**src/ttc_forward_collision_warning_core_assert.svh**
```systemverilog
// ----------------------------------------------------------------------------
// Assertion macros for the time-to-collision warning core
// Same-cycle-implication and next-cycle-implication checks on clk_i / rst_ni.
// ----------------------------------------------------------------------------
`ifndef TTC_FORWARD_COLLISION_WARNING_CORE_ASSERT_SVH
`define TTC_FORWARD_COLLISION_WARNING_CORE_ASSERT_SVH

// Same-cycle implication
`define TTC_ASSERT_IMP(lbl, ante, cons, msg) \
  lbl: assert property (@(posedge clk_i) disable iff (!rst_ni) (ante) |-> (cons)) \
    else $error(msg);

// Next-cycle implication
`define TTC_ASSERT_NXT(lbl, ante, cons, msg) \
  lbl: assert property (@(posedge clk_i) disable iff (!rst_ni) (ante) |=> (cons)) \
    else $error(msg);

`endif

```
**src/ttc_fcw_pkg.sv**
```systemverilog
// ----------------------------------------------------------------------------
// ttc_fcw_pkg
// Shared widths, constants and types of the time-to-collision warning core.
// ----------------------------------------------------------------------------
package ttc_fcw_pkg;

  // Latch table size and index width
  localparam int unsigned TRACK_SLOTS = 256;
  localparam int unsigned SLOT_W      = (TRACK_SLOTS > 1) ? $clog2(TRACK_SLOTS) : 1;

  // Field widths
  localparam int unsigned ID_W   = 8;
  localparam int unsigned POS_W  = 24;
  localparam int unsigned VEL_W  = 16;
  localparam int unsigned TTC_W  = 16;
  localparam int unsigned SEV_W  = 12;
  localparam int unsigned AX_W   = POS_W;
  localparam int unsigned AV_W   = VEL_W;
  localparam int unsigned IN_W   = 48;
  localparam int unsigned OUT_W  = 40;

  // Configuration port
  localparam int unsigned CFG_IDX_W  = 1;
  localparam int unsigned CFG_DATA_W = 16;

  typedef enum logic [CFG_IDX_W-1:0] {
    CFG_TTC_LIMIT   = 1'b0,
    CFG_RISING_EDGE = 1'b1
  } cfg_idx_e;

  localparam logic [TTC_W-1:0] TTC_LIMIT_RST = 16'd640;
  localparam logic             RISING_RST    = 1'b1;

  // Closing when velocity is at or below -26 raw (faster than 0.1 m/s)
  localparam logic signed [VEL_W-1:0] CLOSING_LIMIT = -16'sd26;
  localparam logic [SEV_W-1:0]        SEV_MAX       = 12'd2560;

  // Serial divider: both quotients are known to fit in DIV_STEPS bits
  localparam int unsigned DIV_STEPS = 16;
  localparam int unsigned CNT_W     = $clog2(DIV_STEPS);

  // Front-to-back queue
  localparam int unsigned QUEUE_DEPTH = 2;
  localparam int unsigned QPTR_W      = (QUEUE_DEPTH > 1) ? $clog2(QUEUE_DEPTH) : 1;
  localparam int unsigned QCNT_W      = $clog2(QUEUE_DEPTH + 1);

  typedef struct packed {
    logic [ID_W-1:0] id;
    logic [AX_W-1:0] ax;
    logic [AV_W-1:0] av;
  } fcw_item_t;

  typedef struct packed {
    logic full;
    logic valid;
  } queue_stat_t;

  typedef enum logic [1:0] {
    BK_IDLE,
    BK_DIV,
    BK_DONE
  } back_state_e;

endpackage

```
**src/ttc_forward_collision_warning_core.sv**
```systemverilog
// Flow: an accepted track is classified, queued, put through the 16-step
//   division and placed in the output register; a track without a warning is dropped.
//   The classifier holds one track and takes no new one until it is done; the
//   bit-serial divider takes the next warning only once the last is in the output register.
// Reset: threshold 2.5 s and rising-edge mode are restored; a sweep then
//   clears all 256 zone latches with s_axis_tready held low.
// ----------------------------------------------------------------------------
// ttc_forward_collision_warning_core
// Forward collision warning by time to collision on tracked objects.
// ----------------------------------------------------------------------------
`include "ttc_forward_collision_warning_core_assert.svh"

module ttc_forward_collision_warning_core (
  input  logic                                 clk_i,
  input  logic                                 rst_ni,
  // s_axis_tdata: object_id[7:0], rel_position[31:8], rel_velocity[47:32]
  input  logic                                 s_axis_tvalid,
  output logic                                 s_axis_tready,
  input  logic [ttc_fcw_pkg::IN_W-1:0]         s_axis_tdata,
  // m_axis_tdata: warn_id[7:0], warn_severity[19:8], warn_ttc[35:20], zero pad
  output logic                                 m_axis_tvalid,
  input  logic                                 m_axis_tready,
  output logic [ttc_fcw_pkg::OUT_W-1:0]        m_axis_tdata,
  input  logic                                 cfg_we_i,
  input  logic [ttc_fcw_pkg::CFG_IDX_W-1:0]    cfg_idx_i,
  input  logic [ttc_fcw_pkg::CFG_DATA_W-1:0]   cfg_data_i
);

  logic [ttc_fcw_pkg::TTC_W-1:0]   ttc_limit_q;
  logic                            rising_q;
  ttc_fcw_pkg::queue_stat_t        q_stat;
  logic                            q_push;
  logic                            q_pop;
  ttc_fcw_pkg::fcw_item_t          push_item;
  ttc_fcw_pkg::fcw_item_t          head_item;

  // Configuration registers
  always_ff @(posedge clk_i or negedge rst_ni) begin
    if (!rst_ni) begin
      ttc_limit_q <= ttc_fcw_pkg::TTC_LIMIT_RST;
      rising_q    <= ttc_fcw_pkg::RISING_RST;
    end else if (cfg_we_i) begin
      unique case (ttc_fcw_pkg::cfg_idx_e'(cfg_idx_i))
        ttc_fcw_pkg::CFG_TTC_LIMIT:   ttc_limit_q <= cfg_data_i;
        ttc_fcw_pkg::CFG_RISING_EDGE: rising_q    <= cfg_data_i[0];
        default: ;
      endcase
    end
  end

  ttc_fcw_front u_front (
    .clk_i              (clk_i),
    .rst_ni             (rst_ni),
    .s_axis_tvalid      (s_axis_tvalid),
    .s_axis_tready      (s_axis_tready),
    .s_axis_tdata       (s_axis_tdata),
    .ttc_limit_i        (ttc_limit_q),
    .rising_edge_only_i (rising_q),
    .q_stat_i           (q_stat),
    .q_push_o           (q_push),
    .q_item_o           (push_item)
  );

  ttc_fcw_queue u_queue (
    .clk_i  (clk_i),
    .rst_ni (rst_ni),
    .push_i (q_push),
    .item_i (push_item),
    .pop_i  (q_pop),
    .stat_o (q_stat),
    .item_o (head_item)
  );

  ttc_fcw_back u_back (
    .clk_i         (clk_i),
    .rst_ni        (rst_ni),
    .q_stat_i      (q_stat),
    .q_item_i      (head_item),
    .q_pop_o       (q_pop),
    .m_axis_tvalid (m_axis_tvalid),
    .m_axis_tready (m_axis_tready),
    .m_axis_tdata  (m_axis_tdata)
  );

  // Checks
  `TTC_ASSERT_IMP(a_no_push_full, q_push, !q_stat.full, "push into full queue")
  `TTC_ASSERT_IMP(a_no_pop_empty, q_pop, q_stat.valid, "pop from empty queue")
  `TTC_ASSERT_IMP(a_sev_range, m_axis_tvalid, m_axis_tdata[19:8] <= ttc_fcw_pkg::SEV_MAX, "bad sev")
  `TTC_ASSERT_NXT(a_front_busy, s_axis_tvalid && s_axis_tready, !s_axis_tready, "front took two tracks")

endmodule

```
**src/ttc_fcw_front.sv**
```systemverilog
// ----------------------------------------------------------------------------
// ttc_fcw_front
// Accepts tracks, runs the closing and zone tests, keeps the per-track zone
// latches and queues the tracks that must raise a warning.
// ----------------------------------------------------------------------------
module ttc_fcw_front (
  input  logic                                clk_i,
  input  logic                                rst_ni,
  input  logic                                s_axis_tvalid,
  output logic                                s_axis_tready,
  input  logic [ttc_fcw_pkg::IN_W-1:0]        s_axis_tdata,
  input  logic [ttc_fcw_pkg::TTC_W-1:0]       ttc_limit_i,
  input  logic                                rising_edge_only_i,
  input  ttc_fcw_pkg::queue_stat_t            q_stat_i,
  output logic                                q_push_o,
  output ttc_fcw_pkg::fcw_item_t              q_item_o
);

  logic                                    valid_q;
  logic [ttc_fcw_pkg::ID_W-1:0]            id_q;
  logic [ttc_fcw_pkg::POS_W-1:0]           pos_q;
  logic [ttc_fcw_pkg::VEL_W-1:0]           vel_q;
  logic                                    latch_q [ttc_fcw_pkg::TRACK_SLOTS];
  logic                                    latch_rd_q;
  logic                                    clr_q;
  logic [ttc_fcw_pkg::SLOT_W-1:0]          clr_idx_q;

  logic                                    accept;
  logic [ttc_fcw_pkg::AX_W-1:0]            ax;
  logic [ttc_fcw_pkg::AV_W-1:0]            av;
  logic                                    closing;
  logic [31:0]                             prod;
  logic [31:0]                             scaled;
  logic                                    in_zone;
  logic [ttc_fcw_pkg::SLOT_W-1:0]          slot;
  logic [ttc_fcw_pkg::SLOT_W-1:0]          in_slot;
  logic                                    emit;
  logic                                    done;

  assign accept        = s_axis_tvalid && s_axis_tready;
  assign s_axis_tready = !valid_q && !clr_q;

  // Magnitudes of position and velocity
  assign ax = pos_q[ttc_fcw_pkg::POS_W-1] ? (~pos_q + 1'b1) : pos_q;
  assign av = vel_q[ttc_fcw_pkg::VEL_W-1] ? (~vel_q + 1'b1) : vel_q;

  // Closing and zone tests: |x|*256 < limit*|v|
  assign closing = $signed(vel_q) <= ttc_fcw_pkg::CLOSING_LIMIT;
  assign prod    = {16'b0, ttc_limit_i} * {16'b0, av};
  assign scaled  = {ax, 8'b0};
  assign in_zone = closing && (scaled < prod);

  assign slot    = ttc_fcw_pkg::SLOT_W'(id_q % ttc_fcw_pkg::TRACK_SLOTS);
  assign in_slot = ttc_fcw_pkg::SLOT_W'(s_axis_tdata[7:0] % ttc_fcw_pkg::TRACK_SLOTS);
  assign emit    = in_zone && !(rising_edge_only_i && latch_rd_q);
  assign done    = valid_q && (!emit || !q_stat_i.full);

  assign q_push_o    = valid_q && emit && !q_stat_i.full;
  assign q_item_o.id = id_q;
  assign q_item_o.ax = ax;
  assign q_item_o.av = av;

  // Hold one track until it is classified
  always_ff @(posedge clk_i or negedge rst_ni) begin
    if (!rst_ni) begin
      valid_q <= 1'b0;
    end else if (accept) begin
      valid_q <= 1'b1;
    end else if (done) begin
      valid_q <= 1'b0;
    end
  end

  // Capture the track and read its zone latch
  always_ff @(posedge clk_i) begin
    if (accept) begin
      id_q       <= s_axis_tdata[7:0];
      pos_q      <= s_axis_tdata[31:8];
      vel_q      <= s_axis_tdata[47:32];
      latch_rd_q <= latch_q[in_slot];
    end
  end

  // Sweep the zone latches to zero after reset
  always_ff @(posedge clk_i or negedge rst_ni) begin
    if (!rst_ni) begin
      clr_q     <= 1'b1;
      clr_idx_q <= '0;
    end else if (clr_q) begin
      clr_idx_q <= clr_idx_q + 1'b1;
      if (clr_idx_q == ttc_fcw_pkg::SLOT_W'(ttc_fcw_pkg::TRACK_SLOTS - 1)) begin
        clr_q <= 1'b0;
      end
    end
  end

  // Update the zone latch when the track leaves the front
  always_ff @(posedge clk_i) begin
    if (clr_q) begin
      latch_q[clr_idx_q] <= 1'b0;
    end else if (done) begin
      latch_q[slot] <= in_zone;
    end
  end

endmodule

```
**src/ttc_fcw_queue.sv**
```systemverilog
// ----------------------------------------------------------------------------
// ttc_fcw_queue
// Short FIFO of pending warnings between the classifier and the divider.
// ----------------------------------------------------------------------------
module ttc_fcw_queue (
  input  logic                       clk_i,
  input  logic                       rst_ni,
  input  logic                       push_i,
  input  ttc_fcw_pkg::fcw_item_t     item_i,
  input  logic                       pop_i,
  output ttc_fcw_pkg::queue_stat_t   stat_o,
  output ttc_fcw_pkg::fcw_item_t     item_o
);

  ttc_fcw_pkg::fcw_item_t              mem_q [ttc_fcw_pkg::QUEUE_DEPTH];
  logic [ttc_fcw_pkg::QPTR_W-1:0]      wr_ptr_q;
  logic [ttc_fcw_pkg::QPTR_W-1:0]      rd_ptr_q;
  logic [ttc_fcw_pkg::QCNT_W-1:0]      cnt_q;
  logic                                do_push;
  logic                                do_pop;

  assign stat_o.full  = cnt_q == ttc_fcw_pkg::QCNT_W'(ttc_fcw_pkg::QUEUE_DEPTH);
  assign stat_o.valid = cnt_q != '0;
  assign item_o       = mem_q[rd_ptr_q];

  assign do_push = push_i && !stat_o.full;
  assign do_pop  = pop_i && stat_o.valid;

  // Store pushed words
  always_ff @(posedge clk_i) begin
    if (do_push) begin
      mem_q[wr_ptr_q] <= item_i;
    end
  end

  // Advance pointers and fill count
  always_ff @(posedge clk_i or negedge rst_ni) begin
    if (!rst_ni) begin
      wr_ptr_q <= '0;
      rd_ptr_q <= '0;
      cnt_q    <= '0;
    end else begin
      if (do_push) begin
        wr_ptr_q <= (wr_ptr_q == ttc_fcw_pkg::QPTR_W'(ttc_fcw_pkg::QUEUE_DEPTH - 1)) ?
                    '0 : wr_ptr_q + 1'b1;
      end
      if (do_pop) begin
        rd_ptr_q <= (rd_ptr_q == ttc_fcw_pkg::QPTR_W'(ttc_fcw_pkg::QUEUE_DEPTH - 1)) ?
                    '0 : rd_ptr_q + 1'b1;
      end
      if (do_push && !do_pop) begin
        cnt_q <= cnt_q + 1'b1;
      end else if (do_pop && !do_push) begin
        cnt_q <= cnt_q - 1'b1;
      end
    end
  end

endmodule

```
**src/ttc_fcw_back.sv**
```systemverilog
// ----------------------------------------------------------------------------
// ttc_fcw_back
// Runs the two serial divisions (time to collision and severity) one bit a
// cycle and holds the finished warning in the output register.
// ----------------------------------------------------------------------------
module ttc_fcw_back (
  input  logic                            clk_i,
  input  logic                            rst_ni,
  input  ttc_fcw_pkg::queue_stat_t        q_stat_i,
  input  ttc_fcw_pkg::fcw_item_t          q_item_i,
  output logic                            q_pop_o,
  output logic                            m_axis_tvalid,
  input  logic                            m_axis_tready,
  output logic [ttc_fcw_pkg::OUT_W-1:0]   m_axis_tdata
);

  ttc_fcw_pkg::back_state_e               state_q, state_d;
  logic [ttc_fcw_pkg::CNT_W-1:0]          cnt_q;
  logic [ttc_fcw_pkg::ID_W-1:0]           id_q;
  logic [ttc_fcw_pkg::AX_W-1:0]           ax_q;
  logic [ttc_fcw_pkg::AV_W-1:0]           av_q;
  logic                                   sat_q;
  logic [ttc_fcw_pkg::AV_W-1:0]           rem_t_q;
  logic [ttc_fcw_pkg::DIV_STEPS-1:0]      quo_t_q;
  logic [ttc_fcw_pkg::AX_W-1:0]           rem_s_q;
  logic [ttc_fcw_pkg::DIV_STEPS-1:0]      quo_s_q;

  logic                                   out_valid_q;
  logic [ttc_fcw_pkg::ID_W-1:0]           out_id_q;
  logic [ttc_fcw_pkg::SEV_W-1:0]          out_sev_q;
  logic [ttc_fcw_pkg::TTC_W-1:0]          out_ttc_q;

  logic                                   load;
  logic                                   step;
  logic                                   emit;
  logic                                   last_step;
  logic [27:0]                            ax10;
  logic [ttc_fcw_pkg::AV_W:0]             t_ttc;
  logic                                   ge_t;
  logic [ttc_fcw_pkg::AX_W:0]             t_sev;
  logic                                   ge_s;

  assign last_step = cnt_q == ttc_fcw_pkg::CNT_W'(ttc_fcw_pkg::DIV_STEPS - 1);

  // Next state
  always_comb begin
    state_d = state_q;
    unique case (state_q)
      ttc_fcw_pkg::BK_IDLE: begin
        if (q_stat_i.valid) state_d = ttc_fcw_pkg::BK_DIV;
      end
      ttc_fcw_pkg::BK_DIV: begin
        if (last_step) state_d = ttc_fcw_pkg::BK_DONE;
      end
      ttc_fcw_pkg::BK_DONE: begin
        if (!out_valid_q || m_axis_tready) state_d = ttc_fcw_pkg::BK_IDLE;
      end
      default: state_d = ttc_fcw_pkg::BK_IDLE;
    endcase
  end

  // State outputs
  always_comb begin
    load = 1'b0;
    step = 1'b0;
    emit = 1'b0;
    unique case (state_q)
      ttc_fcw_pkg::BK_IDLE: load = q_stat_i.valid;
      ttc_fcw_pkg::BK_DIV:  step = 1'b1;
      ttc_fcw_pkg::BK_DONE: emit = !out_valid_q || m_axis_tready;
      default: ;
    endcase
  end

  assign q_pop_o = load;

  // Severity saturates when 10*|x| < |v|
  assign ax10 = 28'({q_item_i.ax, 3'b0}) + 28'({q_item_i.ax, 1'b0});

  // One restoring step per lane
  assign t_ttc = {rem_t_q, quo_t_q[ttc_fcw_pkg::DIV_STEPS-1]};
  assign ge_t  = t_ttc >= {1'b0, av_q};
  assign t_sev = {rem_s_q, quo_s_q[ttc_fcw_pkg::DIV_STEPS-1]};
  assign ge_s  = t_sev >= {1'b0, ax_q};

  always_ff @(posedge clk_i or negedge rst_ni) begin
    if (!rst_ni) begin
      state_q <= ttc_fcw_pkg::BK_IDLE;
      cnt_q   <= '0;
    end else begin
      state_q <= state_d;
      if (load) begin
        cnt_q <= '0;
      end else if (step) begin
        cnt_q <= cnt_q + 1'b1;
      end
    end
  end

  // Divider datapath: ttc = |x|*256/|v|, severity = |v|*256/|x|
  always_ff @(posedge clk_i) begin
    if (load) begin
      id_q    <= q_item_i.id;
      ax_q    <= q_item_i.ax;
      av_q    <= q_item_i.av;
      sat_q   <= ax10 < 28'(q_item_i.av);
      rem_t_q <= 16'(q_item_i.ax[23:8]);
      quo_t_q <= {q_item_i.ax[7:0], 8'h00};
      rem_s_q <= 24'(q_item_i.av[15:8]);
      quo_s_q <= {q_item_i.av[7:0], 8'h00};
    end else if (step) begin
      rem_t_q <= ge_t ? 16'(t_ttc - {1'b0, av_q}) : t_ttc[15:0];
      quo_t_q <= {quo_t_q[ttc_fcw_pkg::DIV_STEPS-2:0], ge_t};
      rem_s_q <= ge_s ? 24'(t_sev - {1'b0, ax_q}) : t_sev[23:0];
      quo_s_q <= {quo_s_q[ttc_fcw_pkg::DIV_STEPS-2:0], ge_s};
    end
  end

  // Output register
  always_ff @(posedge clk_i or negedge rst_ni) begin
    if (!rst_ni) begin
      out_valid_q <= 1'b0;
    end else if (emit) begin
      out_valid_q <= 1'b1;
    end else if (m_axis_tready) begin
      out_valid_q <= 1'b0;
    end
  end

  always_ff @(posedge clk_i) begin
    if (emit) begin
      out_id_q  <= id_q;
      out_sev_q <= sat_q ? ttc_fcw_pkg::SEV_MAX : quo_s_q[ttc_fcw_pkg::SEV_W-1:0];
      out_ttc_q <= quo_t_q;
    end
  end

  assign m_axis_tvalid = out_valid_q;
  assign m_axis_tdata  = {4'b0, out_ttc_q, out_sev_q, out_id_q};

endmodule
```
**config.mk**
```make
export PLATFORM = sky130hd
export DESIGN_NAME = ttc_forward_collision_warning_core
export DESIGN_NICKNAME = d
export VERILOG_FILES = /design/src/ttc_fcw_pkg.sv /design/src/ttc_forward_collision_warning_core.sv /design/src/ttc_fcw_front.sv /design/src/ttc_fcw_queue.sv /design/src/ttc_fcw_back.sv
export VERILOG_INCLUDE_DIRS = /design/src /design/src/src
export SDC_FILE = /design/constraint.sdc
export NUM_CORES = 2
export LEC_CHECK = 0
export BUFFER_PORTS_ARGS = -buffer_cell sky130_fd_sc_hd__clkbuf_2
export CAP_MARGIN = 15
export CORE_AREA = 2 2 250 252
export CTS_BUF_LIST = sky130_fd_sc_hd__clkbuf_4 sky130_fd_sc_hd__clkbuf_8
export DETAILED_ROUTE_END_ITERATION = 16
export DIE_AREA = 0 0 252 254
export GPL_ROUTABILITY_DRIVEN = 0
export PLACE_DENSITY = 0.81
export SETUP_SLACK_MARGIN = 0.02
export SKIP_CTS_REPAIR_TIMING = 1
export SYNTH_ARGS = -nofsm -noshare
export SYNTH_HDL_FRONTEND = slang
export SYNTH_SLANG_ARGS = --single-unit
export TNS_END_PERCENT = 50
```
**constraint.sdc**
```tcl
create_clock -name clk_i -period 40.1 [get_ports clk_i]
set_input_delay 8.02 -clock clk_i [delete_from_list [all_inputs] [get_ports clk_i]]
set_output_delay 8.02 -clock clk_i [all_outputs]
set_load 0.005 [all_outputs]
```
==> results_dict.tcl <==
set metrics [dict create \
    clk_pin_slew_worst_paths_ns 0.06 \
    io_buffers 107 \
    startpoint "u_front.vel_q[0]$_DFFE_PP_" \
    antenna_left 0 \
    via_per_inst 6.16 \
    die_y_um 254 \
    grt_max_degree 145 \
    yosysTopAreaCell "edfxtp_1" \
    ctsRootBufferMaster "clkbuf_8" \
    totalWireLength_um 89200 \
    cp-endpoint "u_front.latch_q[119]$_DFFE_PP_" \
    drv_cap 0 \
    post-route-period-util_pct 30.3 \
    synth.most_common_cell "edfxtp_1" \
    synth.cell_area_um2 37100 \
    num_rows 91 \
    r2r_start "u_front.vel_q[0]$_DFFE_PP_" \
    setup_viol 0 \
    critPathArrivalTime_ns 12.59 \
    dr.first_iter.drc_count 2768 \
    final_hold_viol_count 0 \
    required_ns 40.52 \
    area_delta_synth_final_pct 9.17 \
    core_um2 61300 \
    async_flop_share_pct 6.38 \
    drv_slew 0 \
    antenna_found_initial 2 \
    tightest_slew_ns 1.19 \
    yosys-top-cells-area "edfxtp_1, fa_1, ha_1, mux4_2, nor2_1" \
    start_util_pct 60.6 \
    slew_headroom_pct 20.0 \
    drc 0 \
    gr-total-overflow 0 \
    cp-start-kind "flop" \
    crit_fanout 49 \
    grt_pass1_wl_um 139000 \
    synthFlopType "edfxtp_1" \
    hpwl_um 60700 \
    yosys_warnings 0 \
    cts_buffers 96 \
    syn_inst 3186 \
    fmax_mhz 82.2 \
    finalCriticalPeriod_ns 12.17 \
    rr_endpoint "u_front.latch_q[119]$_DFFE_PP_" \
    synth_seq_cells 596 \
    syn_area_per_cell_um2 11.6 \
    rr_worst_depth 38 \
    timing.critical_path.mode_cell "fa_1" \
    die-area_um2 64000 \
    hold_path_class "reg2reg" \
    htreeDepth 3 \
    via_count 25700 \
    yosys.area.top_type_share_pct 42.6 \
    crit_type "reg2reg" \
    nNetsFinal 3771 \
    detail_route.wl_per_cell_um 21.4 \
    grt_pass1_vias 26100 \
    max_stage_delay_ns 0.93 \
    ys_types 73 \
    status "finished clean" \
    fin_util_pct 66.1 \
    clock_latency_ns 0.73 \
    nFillCells 4278 \
    tns_ns 0 \
    r2r_slack_ns 27.93 \
    finClkSkew_ns 0.0462 \
    cts.sinks 596 \
    synth_edf_count 526 \
    detail_route.first_pass.iterations 6 \
    synthTopCellsByCount "edfxtp_1, nor2_1, inv_1" \
    crit_path_end_kind "flop" \
    cpMaxStageDelayCell "xnor2_2" \
    rsz0062_at_grt "no" \
    cts_tree "yes" \
    io_pins 112 \
    layout-drive-gt1-share_pct 15.1 \
    cts_buffer_depth 3 \
    die_x_um 252 \
    ys_seq_area_share_pct 46.9 \
    track_usage_pct 28.0 \
]
-- cells in the final DEF, fill, tap and decap left out, types with 7 or more instances in the layout --
master,netlist,routed
dfxtp_1,32,32
nor2b_1,28,26
dfrtp_1,34,33
ha_1,211,211
a21o_1,35,35
clkinv_2,0,11
nor2_1,377,374
a22o_1,10,10
mux4_2,85,85
or2_2,15,15
inv_1,328,327
and4_1,7,7
o21ai_0,104,103
nand4_1,17,17
mux2i_1,52,52
nor3_1,28,28
o31ai_1,11,11
clkinv_1,0,12
a21oi_1,117,116
nor4_1,8,8
xnor2_1,80,75
edfxtp_1,526,526
fa_1,197,197
o21a_1,13,13
a211oi_1,20,20
buf_4,12,42
o21bai_1,7,7
and3_1,7,7
nand2_1,273,273
clkbuf_2,0,106
o22a_1,15,15
nand2b_1,31,31
nand3_1,35,35
and2_1,127,126
or3_1,19,19
mux2_2,63,63
xor2_1,38,38
clkbuf_8,0,101
or4_1,7,7
clkbuf_4,0,44
-- through the flow --
step                      hold WS (ns)  area (um2)  worst slack (ns)  std cells
after floorplan                  0.400       37100             23.82       3189
after global placement           0.403       38300             28.28       3971
after detailed placement         0.407       38300             27.70       3971
after CTS                        0.421       40400             27.64       4151
after global routing             0.431       40500             27.46       4166
final                            0.420       40500             27.93       4168
-- worst max-delay path: cells and delay by family (launching register included) --
kind	cells	cell delay, ns
adder cells (fa/ha/maj)	9	3.78
AO/OA/AOI/OAI	13	3.69
AND/OR/NAND/NOR	8	1.48
XOR/XNOR	2	1.10
buffers and inverters	6	0.96
flip-flops	1	0.83
-- flip-flops by register name, indices dropped and copies added (netlist names), 16 cells and up --
register / cells
ttc_limit_q: 16
u_back.av_q: 16
u_back.ax_q: 24
u_back.out_ttc_q: 16
u_back.quo_s_q: 16
u_back.quo_t_q: 16
u_back.rem_s_q: 24
u_back.rem_t_q: 16
u_front.latch_q: 256
u_front.pos_q: 24
u_front.vel_q: 16
u_queue.mem_q: 96
-- per-layer routing --
layer | GRT usage, % | vias to the layer above | routed length, um
met1 | 37.0 | 12700 | 34100
met3 | 6.36 | 264 | 8890
met4 | 11.8 | 0 | 3540
li1 | - | 11300 | -
met2 | 45.1 | 1454 | 42600
met5 | 0 | - | 0
-- kinds of logic after synthesis --
| logic type | count (synthesis) | share of synthesized area (%) |
|---|---|---|
| AOI/OAI and AO/OA | 402 | 6.94 |
| xor gates and xnor gates | 118 | 2.78 |
| adders and majority gates | 408 | 17.7 |
| buffers and inverters | 472 | 4.99 |
| DFF | 596 | 46.9 |
| muxes | 200 | 8.47 |
| other | 1 | 0.0101 |
| and+or+nand+nor | 989 | 12.2 |
-- how the worst min path moves through the flow --
| stage | from | endpoint | depth (start not counted) |
|---|---|---|---|
| 2_1_floorplan | u_back.id_q[0]$_DFFE_PP_ | u_back.out_id_q[0]$_DFFE_PP_ | 0 |
| 6_report | u_back.id_q[6]$_DFFE_PP_ | u_back.out_id_q[6]$_DFFE_PP_ | 0 |
| 3_5_place_dp | u_back.id_q[6]$_DFFE_PP_ | u_back.out_id_q[6]$_DFFE_PP_ | 0 |
| 3_3_place_gp | u_back.id_q[7]$_DFFE_PP_ | u_back.out_id_q[7]$_DFFE_PP_ | 0 |
| 4_1_cts | u_back.id_q[6]$_DFFE_PP_ | u_back.out_id_q[6]$_DFFE_PP_ | 0 |
| 5_1_grt | u_back.id_q[1]$_DFFE_PP_ | u_back.out_id_q[1]$_DFFE_PP_ | 0 |
-- cell type report --
| type | count | area, um2 | area share (%) |
|---|---|---|---|
| Antenna cell | 3 | 7.51 | 0.0185 |
| Timing Repair Buffer | 149 | 873 | 2.16 |
| Clock inverter | 35 | 307 | 0.757 |
| Clock buffer | 145 | 1720 | 4.25 |
| Inverter | 329 | 1240 | 3.05 |
| Tap cell | 790 | 988 | 2.44 |
| Sequential cell | 596 | 17400 | 42.9 |
| Multi-Input combinational cell | 2121 | 18000 | 44.4 |
Power is not shown: default switching activity piles up to over one toggle a cycle in this logic, so the estimate is an artifact.
